[config.mk]
export PLATFORM = sky130hd
export DESIGN_NAME = priority_lock_arbiter
export DESIGN_NICKNAME = d
export VERILOG_FILES = /design/src/hdl/plk_pkg.sv /design/src/hdl/plk_cell.sv /design/src/hdl/priority_lock_arbiter.sv
export VERILOG_INCLUDE_DIRS = /design/src /design/src/hdl
export SDC_FILE = /design/constraint.sdc
export NUM_CORES = 2
export LEC_CHECK = 0
export ABC_AREA = 1
export BUFFER_PORTS_ARGS = -buffer_cell sky130_fd_sc_hd__buf_4
export CORE_MARGIN = 2
export CORE_UTILIZATION = 50
export DETAILED_ROUTE_END_ITERATION = 6
export MAX_ROUTING_LAYER = met4
export PLACE_DENSITY_LB_ADDON = 0.1
export SLEW_MARGIN = 30
export SYNTH_ARGS = -nofsm -noshare
export SYNTH_HDL_FRONTEND = slang
export SYNTH_HIERARCHICAL = 1
export SYNTH_SLANG_ARGS = --single-unit
export TNS_END_PERCENT = 30
[constraint.sdc]
create_clock -name clk -period 21.5 [get_ports clk]
set_input_delay 5.375 -clock clk [delete_from_list [all_inputs] [get_ports clk]]
set_output_delay 5.375 -clock clk [all_outputs]
set_load 0.01 [all_outputs]
[src/hdl/priority_lock_arbiter_assert.svh]
// Assertion shorthands for the priority lock arbiter.
`ifndef PRIORITY_LOCK_ARBITER_ASSERT_SVH
`define PRIORITY_LOCK_ARBITER_ASSERT_SVH

// Checked only outside reset.
`define PLA_ASSERT(name, prop, msg) \
  name: assert property (@(posedge clk) disable iff (rst) prop) else $error(msg);

// Checked at every edge, reset included.
`define PLA_ASSERT_ALWAYS(name, prop, msg) \
  name: assert property (@(posedge clk) prop) else $error(msg);

`endif

[src/hdl/plk_pkg.sv]
package plk_pkg;

  localparam int unsigned ID_FIELD_W    = 16;
  localparam int unsigned COUNT_FIELD_W = 7;

  typedef enum logic [1:0] {
    FUNC_REQUEST = 2'd0,
    FUNC_POLL    = 2'd1,
    FUNC_RELEASE = 2'd2,
    FUNC_NONE    = 2'd3
  } func_e;

  typedef enum logic [1:0] {
    CELL_HOLD   = 2'd0,
    CELL_INSERT = 2'd1,
    CELL_POP    = 2'd2
  } cell_op_e;

  typedef struct packed {
    cell_op_e op;
  } cell_ctrl_t;

  typedef struct packed {
    logic [1:0]            func;
    logic [ID_FIELD_W-1:0] requester_id;
  } in_item_t;

  typedef struct packed {
    logic                     granted;
    logic                     dropped;
    logic                     is_locked;
    logic [ID_FIELD_W-1:0]    holder_id;
    logic                     requester_holds;
    logic [COUNT_FIELD_W-1:0] waiting_count;
  } out_item_t;

endpackage

[src/hdl/plk_cell.sv]
module plk_cell #(
  parameter int unsigned ID_WIDTH
) (
  input  logic                clk,
  input  logic                rst,
  input  plk_pkg::cell_ctrl_t ctrl,
  input  logic [ID_WIDTH-1:0] ins_id,
  input  logic [ID_WIDTH-1:0] left_id,
  input  logic                left_valid,
  input  logic                left_stays,
  input  logic [ID_WIDTH-1:0] right_id,
  input  logic                right_valid,
  output logic [ID_WIDTH-1:0] id,
  output logic                valid,
  output logic                stays
);
  import plk_pkg::*;

  logic [ID_WIDTH-1:0] id_next;
  logic                valid_next;

  // Cells holding a strictly larger id keep their place on insert.
  assign stays = valid && (id > ins_id);

  always_comb begin
    id_next    = id;
    valid_next = valid;
    case (ctrl.op)
      CELL_INSERT: begin
        if (!stays) begin
          if (left_stays) begin
            id_next    = ins_id;
            valid_next = 1'b1;
          end else begin
            id_next    = left_id;
            valid_next = left_valid;
          end
        end
      end
      CELL_POP: begin
        id_next    = right_id;
        valid_next = right_valid;
      end
      default: ;
    endcase
  end

  always_ff @(posedge clk) begin
    id <= id_next;
    if (rst) begin
      valid <= 1'b0;
    end else begin
      valid <= valid_next;
    end
  end

endmodule

[src/hdl/priority_lock_arbiter.sv]
// Priority lock arbiter: a single lock with a waiting queue sorted by id,
// largest id at the head.
// Input channel req (valid/ready) carries func and requester_id: request
// queues the id, poll takes the lock when it is free and the id is at the
// head (the head then leaves the queue), release frees the lock.
// Output channel rsp (valid/ready) returns one status item per input item:
// granted, dropped (request with the queue full), lock flag, holder id,
// whether the requester holds the lock, and the waiting count.
// The status item is registered: it is valid in the cycle after the
// input item is accepted. One item per cycle is sustained while rsp_ready
// stays high; each item is finished by the row of queue cells,
// which all compare against the new id and shift left or right together.
// The single output register sets the rate when the receiver stalls:
// req_ready drops while a status item waits untaken.
// Synchronous reset empties the queue, frees the lock and clears rsp_valid;
// the block takes items from the first cycle after reset.
module priority_lock_arbiter #(
  parameter int unsigned QUEUE_DEPTH = 64,
  parameter int unsigned ID_WIDTH    = 16
) (
  input  logic               clk,
  input  logic               rst,
  input  logic               req_valid,
  output logic               req_ready,
  input  plk_pkg::in_item_t  req,
  output logic               rsp_valid,
  input  logic               rsp_ready,
  output plk_pkg::out_item_t rsp
);
  import plk_pkg::*;

  localparam int unsigned CNT_W = $clog2(QUEUE_DEPTH + 1);

  logic                accept;
  logic [ID_WIDTH-1:0] id_in;
  logic [ID_WIDTH+ID_FIELD_W-1:0] id_ext;
  logic [ID_WIDTH+ID_FIELD_W-1:0] holder_ext;
  logic [CNT_W+COUNT_FIELD_W-1:0] count_ext;

  logic [CNT_W-1:0]    count;
  logic [CNT_W-1:0]    count_next;
  logic                lock_held;
  logic                lock_held_next;
  logic [ID_WIDTH-1:0] holder;
  logic [ID_WIDTH-1:0] holder_next;
  logic                full;
  logic                grant;
  logic                granted_next;
  logic                dropped_next;
  cell_op_e            op;
  cell_ctrl_t          ctrl;
  out_item_t           rsp_next;

  logic [ID_WIDTH-1:0] cell_id [QUEUE_DEPTH];
  logic [QUEUE_DEPTH-1:0] cell_valid;
  logic [QUEUE_DEPTH-1:0] cell_stays;
  logic [QUEUE_DEPTH:0]   occ_plus;

  assign req_ready = !rsp_valid || rsp_ready;
  assign accept    = req_valid && req_ready;

  assign id_ext = {{ID_WIDTH{1'b0}}, req.requester_id};
  assign id_in  = id_ext[ID_WIDTH-1:0];

  assign full  = (count == CNT_W'(QUEUE_DEPTH));
  assign grant = !lock_held && (count != '0) && (cell_id[0] == id_in);

  always_comb begin
    count_next     = count;
    lock_held_next = lock_held;
    holder_next    = holder;
    granted_next   = 1'b0;
    dropped_next   = 1'b0;
    op             = CELL_HOLD;
    unique case (func_e'(req.func))
      FUNC_REQUEST: begin
        if (full) begin
          dropped_next = 1'b1;
        end else begin
          op         = CELL_INSERT;
          count_next = count + CNT_W'(1);
        end
      end
      FUNC_POLL: begin
        if (grant) begin
          op             = CELL_POP;
          granted_next   = 1'b1;
          count_next     = count - CNT_W'(1);
          lock_held_next = 1'b1;
          holder_next    = id_in;
        end
      end
      FUNC_RELEASE: begin
        lock_held_next = 1'b0;
        holder_next    = '0;
      end
      default: ;
    endcase
  end

  assign ctrl.op = accept ? op : CELL_HOLD;

  assign holder_ext = {{ID_FIELD_W{1'b0}}, holder_next};
  assign count_ext  = {{COUNT_FIELD_W{1'b0}}, count_next};

  always_comb begin
    rsp_next.granted         = granted_next;
    rsp_next.dropped         = dropped_next;
    rsp_next.is_locked       = lock_held_next;
    rsp_next.holder_id       = holder_ext[ID_FIELD_W-1:0];
    rsp_next.requester_holds = lock_held_next && (holder_next == id_in);
    rsp_next.waiting_count   = count_ext[COUNT_FIELD_W-1:0];
  end

  // Queue row: cell 0 is the head.
  for (genvar i = 0; i < QUEUE_DEPTH; i++) begin : g_cell
    logic [ID_WIDTH-1:0] l_id;
    logic                l_valid;
    logic                l_stays;
    logic [ID_WIDTH-1:0] r_id;
    logic                r_valid;

    if (i == 0) begin : g_head
      assign l_id    = '0;
      assign l_valid = 1'b0;
      assign l_stays = 1'b1;
    end else begin : g_left
      assign l_id    = cell_id[i-1];
      assign l_valid = cell_valid[i-1];
      assign l_stays = cell_stays[i-1];
    end

    if (i == QUEUE_DEPTH - 1) begin : g_tail
      assign r_id    = '0;
      assign r_valid = 1'b0;
    end else begin : g_right
      assign r_id    = cell_id[i+1];
      assign r_valid = cell_valid[i+1];
    end

    plk_cell #(
      .ID_WIDTH(ID_WIDTH)
    ) u_cell (
      .clk        (clk),
      .rst        (rst),
      .ctrl       (ctrl),
      .ins_id     (id_in),
      .left_id    (l_id),
      .left_valid (l_valid),
      .left_stays (l_stays),
      .right_id   (r_id),
      .right_valid(r_valid),
      .id         (cell_id[i]),
      .valid      (cell_valid[i]),
      .stays      (cell_stays[i])
    );
  end

  always_ff @(posedge clk) begin
    if (rst) begin
      count     <= '0;
      lock_held <= 1'b0;
      holder    <= '0;
      rsp_valid <= 1'b0;
    end else begin
      if (accept) begin
        count     <= count_next;
        lock_held <= lock_held_next;
        holder    <= holder_next;
        rsp_valid <= 1'b1;
      end else if (rsp_ready) begin
        rsp_valid <= 1'b0;
      end
    end
  end

  always_ff @(posedge clk) begin
    if (accept) begin
      rsp <= rsp_next;
    end
  end

  // Occupied cells form a prefix of the row.
  assign occ_plus = {1'b0, cell_valid} + {{QUEUE_DEPTH{1'b0}}, 1'b1};

  `include "priority_lock_arbiter_assert.svh"

  `PLA_ASSERT(a_count_range, count <= CNT_W'(QUEUE_DEPTH), "queue count beyond depth")
  `PLA_ASSERT(a_prefix, $onehot(occ_plus), "occupied cells not contiguous from the head")
  `PLA_ASSERT(a_count_match, $countones(cell_valid) == 32'(count), "count disagrees with cells")
  `PLA_ASSERT(a_grant_locks, (accept && granted_next) |=> (lock_held && rsp.is_locked), "grant did not lock")
  `PLA_ASSERT(a_drop_full, (accept && dropped_next) |=> full, "request dropped with room left")

endmodule

## Yosys cells after proc, flatten, opt, wreduce, memory -nomap -nowiden

Index checks and enable logic that the tools add are counted.
W data, S select, Z words.

- Bits in registers: 1,140
- Output and inout bits: 29

- Add/sub/neg operators: 2
- Order comparisons: 64
- Equal/unequal tests: 71
- Multiplexer cells: 397
- Reduce and logical (&&, ||, !) cells: 139

Operator list:

| kind | number |
|---|---|
| $pmux W16 S2 | 65 |
| $mux W16 | 128 |
| $gt A16 B16 Y1 | 64 |
| $mux W1 | 133 |
| $pmux W1 S2 | 65 |
| $ne A2 B2 Y1 const B | 64 |
| $reduce_and A2 Y1 | 64 |
| $logic_and A1 B1 Y1 | 68 |
| $eq A16 B16 Y1 | 2 |
| $mux W7 | 2 |
| $pmux W7 S2 | 1 |
| $add A7 B1 Y7 const B | 1 |
| $eq A7 B7 Y1 const B | 1 |
| $reduce_bool A7 Y1 | 1 |
| $sub A7 B1 Y7 const B | 1 |
| $eq A2 B1 Y1 const B | 2 |
| $eq A2 B2 Y1 const B | 2 |
| $mux W2 | 2 |
| $pmux W2 S2 | 1 |
| $reduce_bool A2 Y1 | 2 |
| $logic_not A1 Y1 | 2 |
| $logic_not A2 Y1 | 1 |
| $logic_or A1 B1 Y1 | 1 |

## Logic depth before layout (Yosys ltp)

- Depth in word-level cells: 9
- Mapped depth: 19

## Hierarchy

The synthesis kept the hierarchy.

Modules (own cells, without submodules):

| module | times used | cells each | area each (um^2) | sequential area each (um^2) |
|---|---|---|---|---|
| plk_cell at g_cell[0].u_cell ... | 60 | 179 | 1,377.6 | 500.5 |
| priority_lock_arbiter | 1 | 425 | 3,039.2 | 1,311.3 |
| plk_cell at g_cell[8].u_cell ... | 2 | 180 | 1,375.1 | 500.5 |
| plk_cell at g_cell[33].u_cell | 1 | 179 | 1,381.3 | 500.5 |
| plk_cell at g_cell[7].u_cell | 1 | 179 | 1,363.8 | 500.5 |

## Worst setup path after synthesis

Ideal clock, no wire load.

- Path type: input-to-reg
- From: in req[17] (netlist bit)
- To: reg g_cell[7].u_cell.id[0] (enable)
- Library setup time: 0.362 ns
- Arrival: 16.285 ns
- Path slack: 4.853 ns
- Cell stages on the path: 10
- Path through: inv_1 > ha_1 > inv_1 > nor2_1 > inv_1 > nor2_1 > clkinv_1 > nand2_1 > buf_2 > nand2_1

RTL lines:

| item | line | text |
|---|---|---|
| start: declaration | priority_lock_arbiter.sv:25 | `input plk_pkg::in_item_t req,` |
| end signal: assignment | plk_cell.sv:49 | `id <= id_next;` |
| end: declaration | plk_cell.sv:13 | `output logic [ID_WIDTH-1:0] id,` |

==> metrics.txt <==
NetSw 1.63 mW; Lkg Pwr 44.5 nW; proportion of layout cells with a drive suffix above 1 0.0771; post-route setup slack 9.89 ns; Vert. Die Dim 431 µm; total via count in the routed design 79900; final setup TNS 0 ns; count of non-filler cells in the finished layout 14100; internal power component 4.30 mW; count of instances resized after the clock tree is built 0; via count of the first global-routing pass 76100; initial standard-cell utilization of the core 0.504; GRT Overall Usage 0.304; Synth-to-Final Area Change 6.59%; final setup fails 0; cell depth of the worst flop-to-flop path 17; average wire per cell in the routed design 19.8 µm; Die Area 186000 µm²; number of rows in the core area 156; CTS clk-pin slew, worst paths 0.05 ns; routed vias/inst 5.65; Worst Skew 0.0228 ns; required time of the worst setup path 21.92 ns; root buffer cell sky130_fd_sc_hd__clkbuf_16; PnR Total Power 5.92 mW; post-synthesis instance area 91200 µm²; final hold viol count 0; run status finished, violations left; width of the chip 431 µm; count of port buffers added during placement 50; Fill cells 17000; pre-CTS setup slack 9.32 ns; highest clock rate 86.1 MHz; CTS buffer count 143; final critical path time including I/O delays and setup 11.61 ns; latest clock arrival within the worst-skew pair 0.80 ns; clock tree from TritonCTS yes; placeable core region 181000 µm²; count of antenna-violating nets left after detailed routing 0; global-route wire length before repair 433000 µm; Hold Crit Class reg2reg; estimated wirelength of the detail-placed design 203000 µm; switching share of total power 0.275; Routability Congestion 0.924; per-instance average area after synthesis 7.67 µm²; number of antenna violations at the first check in global routing 3; max-slew headroom at the worst pin 0.317; number of remaining DRC errors 2; CP max-delay cell sky130_fd_sc_hd__buf_4; 1st-pass router iterations 7; CP dominant cell by count sky130_fd_sc_hd__buf_4; CP max stage delay 0.79 ns; largest vdd supply drop 63.0 µV; share of total power in the clock network 0.423; source of the worst hold timing path rsp_valid$_SDFFE_PP0P_; count of hold-fix buffers inserted at cts 0; sum of routed wire length over all layers 280000 µm; worst reg2reg path endpoint g_cell[26].u_cell/id[12]$_DFFE_PP_; post-route clock period utilization 0.540; Comb pwr share 0.137; slew of the pin with the lowest slew margin 1.03 ns; signal arrival time at the worst endpoint 12.04 ns; max-slew violation total from the final report 0; startpoint of the worst-slack reg-to-reg timing path count[0]$_SDFFE_PP0P_; failing checks DRC; post-CTS setup-driven buffer insertion count 0; sequential cell fraction of total power 0.439; worst min-delay path endpoint rsp_valid$_SDFFE_PP0P_; IO Count 51; RSZ-0062 raised after global routing false; Ys Warns 6; startpoint of the worst setup timing path req[2]; placed insts 13900; critical path, cell by cell buf_4, buf_4, inv_2, nand2_1, nand2_1, nor2_1, nand2_1, nor2_4, nand3_4, nor2_8, inv_1, nor2_4, buf_4, buf_4, buf_4, buf_4, nand2_4, nand2_1; crit start category input pin; Nets 12700; DRT iter0 DRCs 6606; Critical Path End Type register; Gate Count Post-Synth 11900; total clock sinks 1140; Clock Tree Buf Depth 3; max cap viols 0; number of instances on the worst hold path 2; maximum number of pins on one net before global-route repair 150; critical-path maximum fanout 74; hold_ws 0.509 ns; overflow left after global routing 0; Pwr per Cell Area 60.9 nW/µm²; maximum level of the CTS H-tree 4; setup slack, reg-to-reg 15.29 ns; critical path type in2reg
==> sequential cells by signal (all words and copies together) (netlist names) <==
signal / count
holder: 16
rsp_valid: 1
count: 7
g_cell.u_cell/id: 1024
rsp: 27
g_cell.u_cell/valid: 64
lock_held: 1
==> worst max-delay path, delay by kind of cell <==
family | cells | cell delay (ns)
buffers and inverters | 8 | 3.97
and+or+nand+nor | 10 | 2.37
==> routing by layer <==
layer,vias to the layer above,part of all wire,GRT usage
li1,39400,-,-
met5,-,0,-
met3,506,0.061,0.0365
met1,37400,0.44,0.392
met2,2502,0.47,0.495
met4,0,0.034,0.103
==> layout make-up <==
cell class | count | area (µm²) | share of cell area
antenna | 5 | 12.5 | 0.000129
sequential | 1140 | 33300 | 0.343
clock buffer | 205 | 4170 | 0.0429
inverter | 1741 | 6700 | 0.0689
multi-input combinational | 8511 | 48500 | 0.499
tap | 2370 | 2970 | 0.0305
timing repair buffer | 109 | 880 | 0.00905
clock inverter | 58 | 638 | 0.00657
==> power by group through the flow <==
stage	Sequential (mW)	Clock [mW]	Combinational (mW)
global route	2.61	2.63	0.927
detailed placement	2.65	0	0.800
CTS	2.60	2.55	0.805
finish	2.60	2.51	0.814
global placement	2.65	0	0.769
floorplan	2.60	0	0.581
==> worst max path at each step <==
| stage | cells after the start | to |
|---|---|---|
| final | 18 | g_cell[26].u_cell/id[12]$_DFFE_PP_ |
| after detailed placement | 18 | g_cell[26].u_cell/id[4]$_DFFE_PP_ |
| after floorplan | 10 | g_cell[7].u_cell/id[0]$_DFFE_PP_ |
| after global placement | 18 | g_cell[30].u_cell/id[4]$_DFFE_PP_ |
| after CTS | 18 | g_cell[26].u_cell/id[12]$_DFFE_PP_ |
| after global routing | 18 | g_cell[30].u_cell/id[0]$_DFFE_PP_ |
==> through the flow <==
| stage | instance area, µm² | utilization |
|---|---|---|
| CTS | 97200 | 0.537 |
| global placement | 92400 | 0.510 |
| detailed placement | 92400 | 0.510 |
| floorplan | 91300 | - |
| global route | 97200 | 0.537 |
| finish | 97200 | 0.537 |
==> cell usage in the layout, fill, tap and decap left out, types with 133 or more instances in the layout <==
cell type / n
sky130_fd_sc_hd__o21ai_0: 159
sky130_fd_sc_hd__a21oi_1: 524
sky130_fd_sc_hd__o211ai_1: 900
sky130_fd_sc_hd__nor2_1: 697
sky130_fd_sc_hd__inv_2: 197
sky130_fd_sc_hd__nand2_1: 3420
sky130_fd_sc_hd__edfxtp_1: 1051
sky130_fd_sc_hd__nand3_1: 1132
sky130_fd_sc_hd__nand2_2: 133
sky130_fd_sc_hd__inv_1: 1473
sky130_fd_sc_hd__ha_1: 1028
sky130_fd_sc_hd__clkbuf_16: 156
Power figures use the tool's default switching activity.
